--- src/rtl/csvfs_pkg.sv ---
`timescale 1ns / 1ps
// ----------------------------------------------------------------------------
// csvfs_pkg
// Shared types and constants of the CSV field splitter.
// ----------------------------------------------------------------------------
package csvfs_pkg;

    // default module parameters
    localparam int CSVFS_WIDTH_SLOTS     = 8;
    localparam int CSVFS_LINE_COUNT_BITS = 32;

    // fixed field widths
    localparam int BYTE_W      = 8;
    localparam int LINE_OUT_W  = 32;
    localparam int CFG_IDX_W   = 2;
    localparam int CFG_DATA_W  = 64;

    // line feed byte
    localparam logic [BYTE_W-1:0] LF_BYTE = 8'd10;

    // configuration register indexes
    localparam logic [CFG_IDX_W-1:0] REG_DELIM  = 2'd0;
    localparam logic [CFG_IDX_W-1:0] REG_QUOTE  = 2'd1;
    localparam logic [CFG_IDX_W-1:0] REG_WIDTHS = 2'd2;

    // configuration register reset values
    localparam logic [BYTE_W-1:0]     DELIM_RESET  = 8'd44;
    localparam logic [BYTE_W-1:0]     QUOTE_RESET  = 8'd34;
    localparam logic [CFG_DATA_W-1:0] WIDTHS_RESET = '1;

    // result kinds
    localparam logic RES_CONTENT = 1'b0;
    localparam logic RES_END     = 1'b1;

    // configuration as seen by the parser
    typedef struct packed {
        logic [BYTE_W-1:0]     delim;
        logic [BYTE_W-1:0]     quote;
        logic [CFG_DATA_W-1:0] widths;
    } t_cfg;

    // all results caused by one input byte: an optional content byte,
    // then an optional end-of-field marker
    typedef struct packed {
        logic                  has_content;
        logic [BYTE_W-1:0]     content_byte;
        logic                  has_end;
        logic [BYTE_W-1:0]     field_index;
        logic [LINE_OUT_W-1:0] line_number;
        logic [BYTE_W-1:0]     field_length;
        logic                  ends_line;
    } t_run;

endpackage

--- src/rtl/csvfs_if.sv ---
`timescale 1ns / 1ps
// ----------------------------------------------------------------------------
// csvfs_if
// Channel interfaces: input byte, result and configuration write.
// ----------------------------------------------------------------------------
interface csvfs_byte_if;
    import csvfs_pkg::*;
    logic              valid;
    logic              ready;
    logic [BYTE_W-1:0] data_byte;

    modport source (output valid, output data_byte, input ready);
    modport sink   (input valid, input data_byte, output ready);
endinterface

interface csvfs_res_if;
    import csvfs_pkg::*;
    logic                  valid;
    logic                  ready;
    logic                  result_kind;
    logic [BYTE_W-1:0]     content_byte;
    logic [BYTE_W-1:0]     field_index;
    logic [LINE_OUT_W-1:0] line_number;
    logic [BYTE_W-1:0]     field_length;
    logic                  ends_line;
    logic                  last_of_run;

    modport source (output valid, output result_kind, output content_byte,
                    output field_index, output line_number, output field_length,
                    output ends_line, output last_of_run, input ready);
    modport sink   (input valid, input result_kind, input content_byte,
                    input field_index, input line_number, input field_length,
                    input ends_line, input last_of_run, output ready);
endinterface

interface csvfs_cfg_if;
    import csvfs_pkg::*;
    logic                  valid;
    logic                  ready;
    logic [CFG_IDX_W-1:0]  index;
    logic [CFG_DATA_W-1:0] data;

    modport source (output valid, output index, output data, input ready);
    modport sink   (input valid, input index, input data, output ready);
endinterface

--- src/rtl/csv_field_splitter.sv ---
`timescale 1ns / 1ps
// ----------------------------------------------------------------------------
// csv_field_splitter
// Splits a CSV byte stream into content words and end-of-field markers.
// ----------------------------------------------------------------------------
//  channel  dir  word
//  i_in     in   data_byte: one byte of CSV text
//  o_out    out  result: content byte or end-of-field marker
//  i_cfg    in   register write: index, data (delimiter, quote, widths)
//
// One byte is accepted per cycle while the result queue has room; the parser
// runs between the input register and a two-entry result queue. A byte that
// causes two words (content then end marker) keeps its queue entry until both
// are sent; the input stalls only once both entries are full. Synchronous
// active-low reset; no clearing pass. Stalls on o_out back up through the
// queue to i_in.ready.
// ----------------------------------------------------------------------------
module csv_field_splitter #(
    parameter int WIDTH_SLOTS     = csvfs_pkg::CSVFS_WIDTH_SLOTS,
    parameter int LINE_COUNT_BITS = csvfs_pkg::CSVFS_LINE_COUNT_BITS
) (
    input  logic          i_clk,
    input  logic          i_rst_n,
    csvfs_byte_if.sink    i_in,
    csvfs_cfg_if.sink     i_cfg,
    csvfs_res_if.source   o_out
);
    import csvfs_pkg::*;

    t_cfg r_cfg;
    t_run run;
    logic push;
    logic q_full;

    // configuration registers
    assign i_cfg.ready = 1'b1;

    always_ff @(posedge i_clk) begin
        if (!i_rst_n) begin
            r_cfg.delim  <= DELIM_RESET;
            r_cfg.quote  <= QUOTE_RESET;
            r_cfg.widths <= WIDTHS_RESET;
        end else if (i_cfg.valid) begin
            unique case (i_cfg.index)
                REG_DELIM:  r_cfg.delim  <= i_cfg.data[BYTE_W-1:0];
                REG_QUOTE:  r_cfg.quote  <= i_cfg.data[BYTE_W-1:0];
                REG_WIDTHS: r_cfg.widths <= i_cfg.data;
                default: ;
            endcase
        end
    end

    // parser
    csvfs_core #(
        .WIDTH_SLOTS     (WIDTH_SLOTS),
        .LINE_COUNT_BITS (LINE_COUNT_BITS)
    ) u_core (
        .i_clk    (i_clk),
        .i_rst_n  (i_rst_n),
        .i_cfg    (r_cfg),
        .i_valid  (i_in.valid),
        .i_byte   (i_in.data_byte),
        .o_ready  (i_in.ready),
        .i_q_full (q_full),
        .o_push   (push),
        .o_run    (run)
    );

    // result queue
    csvfs_outq u_outq (
        .i_clk   (i_clk),
        .i_rst_n (i_rst_n),
        .i_push  (push),
        .i_run   (run),
        .o_full  (q_full),
        .o_out   (o_out)
    );

endmodule

--- src/rtl/csvfs_core.sv ---
`timescale 1ns / 1ps
// ----------------------------------------------------------------------------
// csvfs_core
// Input register and per-byte parser: field, quote and width tracking.
// ----------------------------------------------------------------------------
module csvfs_core #(
    parameter int WIDTH_SLOTS     = csvfs_pkg::CSVFS_WIDTH_SLOTS,
    parameter int LINE_COUNT_BITS = csvfs_pkg::CSVFS_LINE_COUNT_BITS
) (
    input  logic                     i_clk,
    input  logic                     i_rst_n,
    input  csvfs_pkg::t_cfg          i_cfg,
    input  logic                     i_valid,
    input  logic [7:0]               i_byte,
    output logic                     o_ready,
    input  logic                     i_q_full,
    output logic                     o_push,
    output csvfs_pkg::t_run          o_run
);
    import csvfs_pkg::*;

    // parser actions
    localparam logic [1:0] ACT_TAKE = 2'd0;
    localparam logic [1:0] ACT_END  = 2'd1;
    localparam logic [1:0] ACT_OPEN = 2'd2;
    localparam logic [1:0] ACT_ESC  = 2'd3;

    // input register
    logic              r_in_valid;
    logic [BYTE_W-1:0] r_in_byte;

    // parser state
    logic                       r_fld_open,  n_fld_open;
    logic                       r_quoted,    n_quoted;
    logic                       r_skipping,  n_skipping;
    logic [BYTE_W-1:0]          r_prev,      n_prev;
    logic                       r_prev_vld,  n_prev_vld;
    logic [BYTE_W-1:0]          r_held,      n_held;
    logic                       r_held_vld,  n_held_vld;
    logic [BYTE_W-1:0]          r_pos,       n_pos;
    logic [BYTE_W-1:0]          r_fcount,    n_fcount;
    logic [LINE_COUNT_BITS-1:0] r_line,      n_line;

    logic              advance;
    logic              is_lf, is_delim, is_quote, pending;
    logic              drop;
    logic [1:0]        act;
    logic [BYTE_W-1:0] width;
    logic [63:0]       line_ext;
    t_run              run;

    assign advance = r_in_valid && !i_q_full;
    assign o_ready = !r_in_valid || !i_q_full;
    assign o_run   = run;
    assign o_push  = advance && (run.has_content || run.has_end);

    assign line_ext = 64'(r_line);

    // byte classes
    assign is_lf    = r_in_byte == LF_BYTE;
    assign is_delim = r_in_byte == i_cfg.delim;
    assign is_quote = r_in_byte == i_cfg.quote;
    assign pending  = r_quoted && r_prev_vld && (r_prev == i_cfg.quote);
    assign drop     = pending && !r_skipping && r_held_vld;

    // width limit of the current field; past the table it is 255
    always_comb begin
        width = '1;
        for (int i = 0; i < WIDTH_SLOTS; i++) begin
            if (r_fcount == 8'(i)) width = i_cfg.widths[8*i +: 8];
        end
    end

    // pick the action for this byte
    always_comb begin
        if (is_lf) begin
            act = ACT_END;
        end else if (!r_fld_open) begin
            if (is_delim)      act = ACT_END;
            else if (is_quote) act = ACT_OPEN;
            else               act = ACT_TAKE;
        end else if (r_quoted) begin
            if (pending && is_quote)      act = ACT_ESC;
            else if (pending && is_delim) act = ACT_END;
            else                          act = ACT_TAKE;
        end else begin
            if (is_delim) act = ACT_END;
            else          act = ACT_TAKE;
        end
    end

    // next state and results
    always_comb begin
        n_fld_open  = r_fld_open;
        n_quoted    = r_quoted;
        n_skipping  = r_skipping;
        n_prev      = r_prev;
        n_prev_vld  = r_prev_vld;
        n_held      = r_held;
        n_held_vld  = r_held_vld;
        n_pos       = r_pos;
        n_fcount    = r_fcount;
        n_line      = r_line;

        run              = '0;
        run.field_index  = r_fcount;
        run.line_number  = line_ext[LINE_OUT_W-1:0];
        run.content_byte = r_held;

        unique case (act)
            ACT_TAKE: begin
                n_fld_open = 1'b1;
                n_prev     = r_in_byte;
                n_prev_vld = 1'b1;
                if (r_pos < width) begin
                    run.has_content = r_held_vld;
                    n_held          = r_in_byte;
                    n_held_vld      = 1'b1;
                    n_pos           = r_pos + 8'd1;
                end else begin
                    n_skipping = 1'b1;
                end
            end
            ACT_END: begin
                // a trailing closing quote is withdrawn
                run.has_content  = r_held_vld && !drop;
                run.has_end      = 1'b1;
                run.field_length = r_pos - {7'd0, drop};
                run.ends_line    = is_lf;
                n_fld_open  = 1'b0;
                n_quoted    = 1'b0;
                n_skipping  = 1'b0;
                n_prev      = '0;
                n_prev_vld  = 1'b0;
                n_held      = '0;
                n_held_vld  = 1'b0;
                n_pos       = '0;
                if (is_lf) begin
                    n_fcount = '0;
                    n_line   = r_line + LINE_COUNT_BITS'(1);
                end else if (r_fcount != 8'hFF) begin
                    n_fcount = r_fcount + 8'd1;
                end
            end
            ACT_OPEN: begin
                n_fld_open  = 1'b1;
                n_quoted    = 1'b1;
                n_prev_vld  = 1'b0;
            end
            ACT_ESC: begin
                // doubled quote: the first one already stands as content
                n_prev_vld = 1'b0;
            end
            default: ;
        endcase
    end

    // input register and state update
    always_ff @(posedge i_clk) begin
        if (!i_rst_n) begin
            r_in_valid  <= 1'b0;
            r_fld_open  <= 1'b0;
            r_quoted    <= 1'b0;
            r_skipping  <= 1'b0;
            r_prev      <= '0;
            r_prev_vld  <= 1'b0;
            r_held      <= '0;
            r_held_vld  <= 1'b0;
            r_pos       <= '0;
            r_fcount    <= '0;
            r_line      <= LINE_COUNT_BITS'(1);
        end else begin
            if (o_ready) r_in_valid <= i_valid;
            if (advance) begin
                r_fld_open  <= n_fld_open;
                r_quoted    <= n_quoted;
                r_skipping  <= n_skipping;
                r_prev      <= n_prev;
                r_prev_vld  <= n_prev_vld;
                r_held      <= n_held;
                r_held_vld  <= n_held_vld;
                r_pos       <= n_pos;
                r_fcount    <= n_fcount;
                r_line      <= n_line;
            end
        end
    end

    always_ff @(posedge i_clk) begin
        if (o_ready && i_valid) r_in_byte <= i_byte;
    end

endmodule

--- src/rtl/csvfs_outq.sv ---
`timescale 1ns / 1ps
// ----------------------------------------------------------------------------
// csvfs_outq
// Two-entry result queue; each entry sends one or two result words.
// ----------------------------------------------------------------------------
module csvfs_outq (
    input  logic              i_clk,
    input  logic              i_rst_n,
    input  logic              i_push,
    input  csvfs_pkg::t_run   i_run,
    output logic              o_full,
    csvfs_res_if.source       o_out
);
    import csvfs_pkg::*;

    t_run       r_mem [2];
    logic       r_wr_ptr;
    logic       r_rd_ptr;
    logic [1:0] r_count;
    logic       r_sub;

    t_run head;
    logic first_content;
    logic last;
    logic take;

    assign o_full = r_count == 2'd2;
    assign head   = r_mem[r_rd_ptr];

    // content word goes first when the entry has one
    assign first_content = head.has_content && !r_sub;
    assign last          = first_content ? !head.has_end : 1'b1;
    assign take          = o_out.valid && o_out.ready;

    assign o_out.valid        = r_count != 2'd0;
    assign o_out.result_kind  = first_content ? RES_CONTENT : RES_END;
    assign o_out.content_byte = first_content ? head.content_byte : '0;
    assign o_out.field_index  = head.field_index;
    assign o_out.line_number  = head.line_number;
    assign o_out.field_length = first_content ? '0 : head.field_length;
    assign o_out.ends_line    = first_content ? 1'b0 : head.ends_line;
    assign o_out.last_of_run  = last;

    // pointers, fill count and word select
    always_ff @(posedge i_clk) begin
        if (!i_rst_n) begin
            r_wr_ptr <= 1'b0;
            r_rd_ptr <= 1'b0;
            r_count  <= '0;
            r_sub    <= 1'b0;
        end else begin
            if (i_push) r_wr_ptr <= !r_wr_ptr;
            if (take) begin
                if (last) begin
                    r_rd_ptr <= !r_rd_ptr;
                    r_sub    <= 1'b0;
                end else begin
                    r_sub <= 1'b1;
                end
            end
            r_count <= r_count + {1'b0, i_push} - {1'b0, take && last};
        end
    end

    always_ff @(posedge i_clk) begin
        if (i_push) r_mem[r_wr_ptr] <= i_run;
    end

endmodule

--- src/flat_wrapper.sv ---
// flat-port wrapper written by rule: the top's interface ports become plain ports
module csv_field_splitter_flat import csvfs_pkg::*;
#(
    parameter int WIDTH_SLOTS     = csvfs_pkg::CSVFS_WIDTH_SLOTS,
    parameter int LINE_COUNT_BITS = csvfs_pkg::CSVFS_LINE_COUNT_BITS
)
  (i_clk, i_rst_n, i_in_valid, i_in_data_byte, i_in_ready, i_cfg_valid, i_cfg_index, i_cfg_data, i_cfg_ready, o_out_valid, o_out_result_kind, o_out_content_byte, o_out_field_index, o_out_line_number, o_out_field_length, o_out_ends_line, o_out_last_of_run, o_out_ready);
  csvfs_byte_if i_in_i ();
  csvfs_cfg_if i_cfg_i ();
  csvfs_res_if o_out_i ();
  input  logic i_clk;
  input  logic i_rst_n;
  input wire logic [$bits(i_in_i.valid)-1:0] i_in_valid;
  input wire logic [$bits(i_in_i.data_byte)-1:0] i_in_data_byte;
  output wire logic [$bits(i_in_i.ready)-1:0] i_in_ready;
  input wire logic [$bits(i_cfg_i.valid)-1:0] i_cfg_valid;
  input wire logic [$bits(i_cfg_i.index)-1:0] i_cfg_index;
  input wire logic [$bits(i_cfg_i.data)-1:0] i_cfg_data;
  output wire logic [$bits(i_cfg_i.ready)-1:0] i_cfg_ready;
  output wire logic [$bits(o_out_i.valid)-1:0] o_out_valid;
  output wire logic [$bits(o_out_i.result_kind)-1:0] o_out_result_kind;
  output wire logic [$bits(o_out_i.content_byte)-1:0] o_out_content_byte;
  output wire logic [$bits(o_out_i.field_index)-1:0] o_out_field_index;
  output wire logic [$bits(o_out_i.line_number)-1:0] o_out_line_number;
  output wire logic [$bits(o_out_i.field_length)-1:0] o_out_field_length;
  output wire logic [$bits(o_out_i.ends_line)-1:0] o_out_ends_line;
  output wire logic [$bits(o_out_i.last_of_run)-1:0] o_out_last_of_run;
  input wire logic [$bits(o_out_i.ready)-1:0] o_out_ready;
  assign i_in_i.valid = i_in_valid;
  assign i_in_i.data_byte = i_in_data_byte;
  assign i_in_ready = i_in_i.ready;
  assign i_cfg_i.valid = i_cfg_valid;
  assign i_cfg_i.index = i_cfg_index;
  assign i_cfg_i.data = i_cfg_data;
  assign i_cfg_ready = i_cfg_i.ready;
  assign o_out_valid = o_out_i.valid;
  assign o_out_result_kind = o_out_i.result_kind;
  assign o_out_content_byte = o_out_i.content_byte;
  assign o_out_field_index = o_out_i.field_index;
  assign o_out_line_number = o_out_i.line_number;
  assign o_out_field_length = o_out_i.field_length;
  assign o_out_ends_line = o_out_i.ends_line;
  assign o_out_last_of_run = o_out_i.last_of_run;
  assign o_out_i.ready = o_out_ready;
  csv_field_splitter #(.WIDTH_SLOTS(WIDTH_SLOTS), .LINE_COUNT_BITS(LINE_COUNT_BITS)) u_core (.i_clk(i_clk), .i_rst_n(i_rst_n), .i_in(i_in_i), .i_cfg(i_cfg_i), .o_out(o_out_i));
endmodule
--- config.mk ---
export PLATFORM = sky130hd
export DESIGN_NAME = csv_field_splitter_flat
export DESIGN_NICKNAME = d
export VERILOG_FILES = /design/src/rtl/csvfs_pkg.sv /design/src/rtl/csvfs_if.sv /design/src/rtl/csv_field_splitter.sv /design/src/rtl/csvfs_core.sv /design/src/rtl/csvfs_outq.sv /design/src/flat_wrapper.sv
export SDC_FILE = /design/constraint.sdc
export NUM_CORES = 1
export LEC_CHECK = 0
export ABC_AREA = 1
export ABC_CLOCK_PERIOD_IN_PS = 7100
export BUFFER_PORTS_ARGS = -buffer_cell sky130_fd_sc_hd__buf_2
export CAP_MARGIN = 40
export CORE_MARGIN = 8
export CORE_UTILIZATION = 35
export CTS_BUF_LIST = sky130_fd_sc_hd__clkbuf_8
export DETAILED_ROUTE_END_ITERATION = 7
export PLACE_DENSITY = 0.56
export SLEW_MARGIN = 30
export SYNTH_ARGS = -nofsm -noshare
export SYNTH_HDL_FRONTEND = slang
export SYNTH_SLANG_ARGS = --single-unit
--- constraint.sdc ---
create_clock -name i_clk -period 7.1 [get_ports i_clk]
set_clock_uncertainty 0.1 [all_clocks]
set_input_delay 0.71 -clock i_clk [delete_from_list [all_inputs] [get_ports i_clk]]
set_output_delay 0.71 -clock i_clk [all_outputs]
set_load 0.005 [all_outputs]
# After elaboration in Yosys (flattened, before gate mapping)
# Memories as Yosys holds them, arrays and structs flattened. A register that Yosys moved wholly into a read port is not among the register bits.
# Cells that the tools add are included.
[totals]
regBits = 163
latch_bits = 0
mem_bits_rw = 118
rom_bits = 0
in_bits = 79
output_inout_bits = 62
elab_cells = 135
memories = 1
[classes]
addsub = 6
n_mul = 0
div_mod_pow = 0
order_cmp = 1
eq_ne = 20
shift = 0
n_mux = 44
n_bitwise = 0
n_reduce_logical = 44
[memory_table]
columns = ["name", "words", "word_bits", "rd", "rd_clocked_by_memory_dff", "write_ports", "line", "source"]
rows = [
  ["u_core.u_outq.r_mem", 2, 59, 1, 1, 1, "csvfs_outq.sv:16", "t_run r_mem [2];"],
]
[op_table]
columns = ["operator", "count"]
rows = [
  ["8-bit two-way mux", 14],
  ["8-bit one-hot mux with 2 select lines", 3],
  ["32-bit by 1-bit adder with 32-bit output, second input constant", 1],
  ["8-bit by 3-bit equality test with 1-bit output, second input constant", 4],
  ["8-bit equality test", 3],
  ["8-bit by 1-bit adder with 8-bit output, second input constant", 2],
  ["8-bit by 2-bit equality test with 1-bit output, second input constant", 2],
  ["1-bit two-way mux", 14],
  ["2-bit AND reduction", 7],
  ["1-bit logical AND", 13],
  ["2-bit two-way mux", 6],
  ["1-bit one-hot mux with 2 select lines", 6],
  ["3-bit AND reduction", 4],
  ["2-bit nonzero test", 5],
  ["9-bit two-way mux", 1],
  ["2-bit equality test, second input constant", 4],
  ["8-bit by 1-bit equality test with 1-bit output, second input constant", 1],
  ["8-bit by 4-bit equality test with 1-bit output, second input constant", 1],
  ["1-bit zero test", 8],
  ["8-bit zero test", 1],
  ["8-bit less-than comparator", 1],
  ["8-bit != test, second input constant", 1],
  ["8-bit by 1-bit subtractor with 8-bit output", 1],
  ["2-bit by 1-bit equality test with 1-bit output, second input constant", 2],
  ["other kinds (7)", 10],
]

# Longest topological paths before layout
[depth]
ltp_word = 16
ltp_mapped = 28

# Hierarchy
# Synthesis repeated with hierarchy kept, for this count alone.
[unflattened]
cells_unflattened = 1471
hier_area_um2 = 12926.1
[by_module_without_submodules]
columns = ["mod", "n_inst", "cells_each", "area_per_inst_um2"]
rows = [
  ["csvfs_core", 1, 714, 5072.4],
  ["csvfs_outq", 1, 367, 4728.3],
  ["csv_field_splitter", 1, 390, 3125.5],
]

# Worst setup path after synthesis
# No wires, ideal clock.
[synth_path]
path_kind = "register to register"
from = "register u_core.u_core.r_fcount[1]"
to = "memory u_core.u_outq.r_mem[0][0] in the netlist's numbering, enable pin"
setup_time_ns = 0.476
arrival_time_ns = 5.419
required_ns = 6.524
slack_ns = 1.105
path_stages_with_launch = 20
n_path_buf = 1
cell_sequence = "dfxtp_1 inv_1 ha_1 inv_1 nor2_2 nand2_1 buf_1 o211ai_1 a2111oi_0 a21oi_1 a21oi_1 a21oi_1 ha_1 a21oi_1 nor2_1 a211oi_1 nand4_1 nand2_1 nand2_1 nor2_1"
[synth_via]
elab_chain_cells = 16
[synth_lines]
columns = ["item", "line", "source"]
rows = [
  ["from (decl)", "csvfs_core.sv:41", "logic [BYTE_W-1:0] r_fcount, n_fcount;"],
  ["from (signal assigned)", "csvfs_core.sv:183", "r_fcount <= n_fcount;"],
  ["8-bit zero test", "csvfs_core.sv:70", "if (r_fcount == 8'(i)) width = i_cfg.widths[8*i +: 8];"],
  ["8-bit two-way mux (7 in a row)", "csvfs_core.sv:70", ""],
  ["8-bit two-way mux (*)", "csvfs_core.sv:70", ""],
  ["8-bit less-than comparator (*)", "csvfs_core.sv:115", "if (r_pos < width) begin"],
  ["1-bit two-way mux (*)", "csvfs_core.sv:115", ""],
  ["1-bit one-hot mux with 2 select lines (*)", "csvfs_core.sv:110", "unique case (act)"],
  ["1-bit logical OR (*)", "csvfs_core.sv:55", "assign o_push = advance && (run.has_content || run.has_end);"],
  ["1-bit logical AND (*)", "csvfs_core.sv:55", ""],
  ["1-bit two-way mux (*)", "csvfs_outq.sv:66", "if (i_push) r_mem[r_wr_ptr] <= i_run;"],
  ["1-bit two-way mux (implied by the code) (*)", "csvfs_outq.sv:66", ""],
  ["to (decl)", "csvfs_outq.sv:16", ""],
]
# Every way passes the cells marked *; elsewhere a longest branch is shown, timed or not.

# Worst setup path after layout
[layout_path]
from = "register u_core.u_core.r_fcount[1]"
to = "memory u_core.u_outq.r_mem[1][3] in the netlist's numbering, enable pin"
# The elaborated chain is that of the path after synthesis.

==> flow_summary_export.csv <==
group,metric,value,unit
outcome,status,"completed",
power_and_ir_drop,power_density,249,mW/mm^2
critical_path,crit_required,7.20,ns
yosys,synth_compound_area_share,8.58,%
layout,final_cell_mix,"434 x nand2_1, 155 x dfxtp_1, 138 x buf_2, 126 x edfxtp_1, 122 x inv_1",
sta,period_share,68.8,%
layout,drive_above_1_share,17.7,%
yosys,synthSimpleGateAreaFrac,26.0,%
clock_tree,numCtsBuffers,47,
clock_tree,cts_tree,"built",
clock_tree,cts-root-buf,"clkbuf_8",
power_and_ir_drop,peakVddDrop,128,uV
grt,grtUsageMet3,2.78,%
drt,routedWlPerCell,14.9,um
die,fp.dieW,204,um
layout,fin_area,0.0146,mm^2
critical_path,cp_common_cell,"a21oi_1",
critical_path,cpLargestDelayFamily,"compound AO/OA/AOI/OAI gates",
critical_path,startpoint_type,"flop",
yosys,synth_seq_cells,282,
yosys,async_flop_share,0,%
yosys,synth_edf_count,126,
drt,vias_per_cell,4.75,
grt,grt_max_degree,65,
power_and_ir_drop,p_clk_share,41.9,%
yosys,synth_seq_area_share,56.0,%
yosys,ys_types,53,
drt,postRouteAntennaNets,0,
placement,dpl_cell_area,0.0135,mm^2
layout,n_antenna_cell,0,
die,dieArea,0.0415,mm^2
die,die_h,204,um
placement,pre_cts_slack,1.86,ns
critical_path,slowest_delay,0.61,ns
placement,gp_congestion,0.871,
layout,fillCellCount,3457,
layout,seq_area,0.00691,mm^2
grt,grt_overflow,0,
critical_path,critical_path_class,"reg2reg",
power_and_ir_drop,p_int,2.72,mW
drt,via_count,9825,
placement,portBuffers,139,
clock_tree,clk_path_buf_depth,3,
critical_path,crit_slowest_cell,"a2111oi_0",
power_and_ir_drop,swShare,25.0,%
clock_tree,htree_levels,2,
drt,wl,30800,um
yosys,syn_inst,1427,
critical_path,crit_chain,"inv_1, ha_1, inv_1, nor2_2, nand2_1, nand3b_1, o211ai_1, a2111oi_0, a21oi_1, a21oi_1, a21oi_1, ha_1, a21oi_1, nor2_1, a211oi_1, nand4_1, nand2_1, nand3_1, inv_2, buf_4",
layout,layout.nets,1675,
yosys,syn_avg_cell_area,8.65,um^2
drt,firstDrtPassIters,5,
yosys,synth_top_family_by_area,"simple AND/OR/NAND/NOR gates",
yosys,synth_nets,1528,
grt,grt_pass1_vias,9562,
sta,finalMaxSlewViolations,0,
sta,hold_viol,0,
grt,grt_antenna_before_repair,0,
critical_path,critPathMaxFanout,27,
drt,drc,0,
layout,final_util,42.1,%
power_and_ir_drop,p_comb_share,8.9,%
power_and_ir_drop,power.total,3.62,mW
power_and_ir_drop,seqPwrFrac,49.1,%
clock_tree,clock_latency,0.57,ns
sta,worst_slew_pin_slew,0.871,ns
layout,final_common_cell,"nand2_1",
clock_tree,cts_hold_buf,0,
flow_run,cap_viol_max_count,0,
sta,grt_setup_unrepaired,"no",
sta,setup_slack,2.22,ns
grt,grt_use_met2,23.5,%
grt,gr-usage-all-layers,14.6,%
die,fp-row-count,68,
yosys,synth-xor-area-share,1.56,%
clock_tree,post-cts-setup-buffers,0,
yosys,synth.area.mux_share,0,%
yosys,netlist_area,0.0123,mm^2
die,ioPinCount,141,
yosys,ys.flop_type,"dfxtp_1",
die,start_util,35.6,%
sta,fin_setup_tns,0,ns
sta,fin_hold_ws,0.217,ns
power_and_ir_drop,p_leak,6.26,nW
critical_path,endpoint_kind,"flop",
sta,setup_viol,0,
yosys,ys_warn_count,0,
yosys,synth-adder-area-share,2.23,%
placement,place_inst,1979,
layout,finalNonFillerCells,2068,
layout,multi_input_area,0.00476,mm^2
grt,grt_busiest_layer,"met2",
clock_tree,post_cts_resized,0,
die,core-area,0.0346,mm^2
grt,grtUsageMet1,19.7,%
placement,dpl.hpwl,21600,um
clock_tree,cts_sinks,282,
critical_path,crit_buf_inv,4,
clock_tree,path_clk_slew,0.06,ns
sta,relSlewSlack,40.5,%
sta,fmaxAchievable,205,MHz
drt,first_iter_violations,473,
power_and_ir_drop,power.switching,0.905,mW
grt,grt_pass1_wl,49800,um
sta,period_minus_slack,4.88,ns
layout,areaGrowthSynthToFinish,18.0,%
critical_path,worstPathArrival,4.98,ns
hold_path,hold_class,"in2reg",
[sequential cells by signal, summed over array words and instances (netlist names), named ones only]
name and flops:
u_core.u_outq.r_sub 1, u_core.u_core.r_prev_vld 1, u_core.u_core.r_line 32, u_core.u_core.r_held_vld 1, u_core.u_outq.r_wr_ptr 1, u_core.u_outq.r_mem 118, u_core.u_core.r_in_byte 8, u_core.r_cfg 80
u_core.u_core.r_fcount 8, u_core.u_core.r_held 8, u_core.u_core.r_in_valid 1, u_core.u_core.r_quoted 1, u_core.u_outq.r_rd_ptr 1, u_core.u_core.r_fld_open 1, u_core.u_core.r_skipping 1, u_core.u_core.r_prev 8
u_core.u_outq.r_count 2, u_core.u_core.r_pos 8
[layout make-up]
class	instances	share of cell area [%]
clock buffers	58	5.48
clock inverters	30	1.56
multi-input cells	967	32.6
inverters	126	3.31
repair buffers	150	5.67
well taps	455	3.91
flip-flops and latches	282	47.4
[Yosys cell counts (2+ instances only)]
cell type	number	share of area (%)
xnor2_1	4	0.28
nand2_1	434	13
nand3_2	2	0.16
nand2_4	3	0.27
nor3_2	3	0.24
or2_2	5	0.25
o21a_1	2	0.12
nor4_2	2	0.20
nand4_2	3	0.30
inv_4	2	0.10
nor3_1	22	0.89
ha_1	22	2.2
inv_1	113	3.4
nor3b_1	2	0.12
a21oi_1	89	3.6
nand4_1	14	0.71
inv_2	7	0.21
edfxtp_1	126	31
o211ai_1	8	0.49
nor2_1	113	3.4
nand3_1	95	3.9
nor2_2	6	0.30
clkinv_1	3	0.091
nand3b_1	7	0.43
a2111oi_0	6	0.43
buf_6	2	0.18
nor2_4	6	0.55
buf_1	3	0.091
nand2_2	5	0.25
a31oi_1	2	0.10
o21ai_0	59	2.4
dfxtp_1	156	25
a21oi_2	7	0.50
a211oi_1	6	0.36
o21ai_1	5	0.20
nor4_1	4	0.20
clkbuf_1	46	1.4
xor2_1	18	1.3
[kinds of logic (layout without fill, tap and decap cells)]
logic type / Yosys count / after routing
buffers and inverters: 178 / 364
AO/OA/AOI/OAI: 189 / 189
adder cells (fa/ha/maj): 22 / 22
AND/OR/NAND/NOR: 733 / 733
flip-flops: 282 / 282
XOR/XNOR: 22 / 22
other: 1 / 1
[path summary, 6_finish.rpt]
| kind | start | endpoint | slack, ns | depth (start not counted) |
|---|---|---|---|---|
| worst max-delay path | u_core.u_core.r_fcount[1] | u_core.u_outq.r_mem[1][3] | 2.22 | 20 |
| worst min-delay path | i_in_data_byte[7] | u_core.u_core.r_in_byte[7] | 0.22 | 1 |
| worst max register to register | u_core.u_core.r_fcount[1] | u_core.u_outq.r_mem[1][3] | 2.22 | 20 |
| worst min register to register | u_core.u_outq.r_rd_ptr | flop | 0.34 | 1 |
[power groups by stage]
stage	clock [mW]	combinational, mW	sequential, mW
after CTS	1.55	0.334	1.78
final	1.52	0.324	1.78
after global placement	0	0.327	1.81
after floorplan	0	0.199	1.80
after global routing	1.63	0.374	1.79
after detailed placement	0	0.332	1.81
[metal layers]
layer  vias to the layer above  part of all wire [%]  wire length, um
li1                       5027                     -                -
met4                         0                   2.2              676
met1                      4492                    48            14700
met3                        57                   5.0             1540
met2                       249                    45            13900
met5                         -                     0                0
[worst register-to-register path, cell delays in order, from the launching register on]
cell	delay, ns
dfxtp_1	0.36
inv_1	0.11
ha_1	0.15
inv_1	0.07
nor2_2	0.17
nand2_1	0.28
nand3b_1	0.18
o211ai_1	0.10
a2111oi_0	0.61
a21oi_1	0.09
a21oi_1	0.15
a21oi_1	0.06
ha_1	0.30
a21oi_1	0.14
nor2_1	0.06
a211oi_1	0.40
nand4_1	0.27
nand2_1	0.17
nand3_1	0.11
inv_2	0.22
buf_4	0.41
Note: power is estimated with default switching activity, not from simulation.
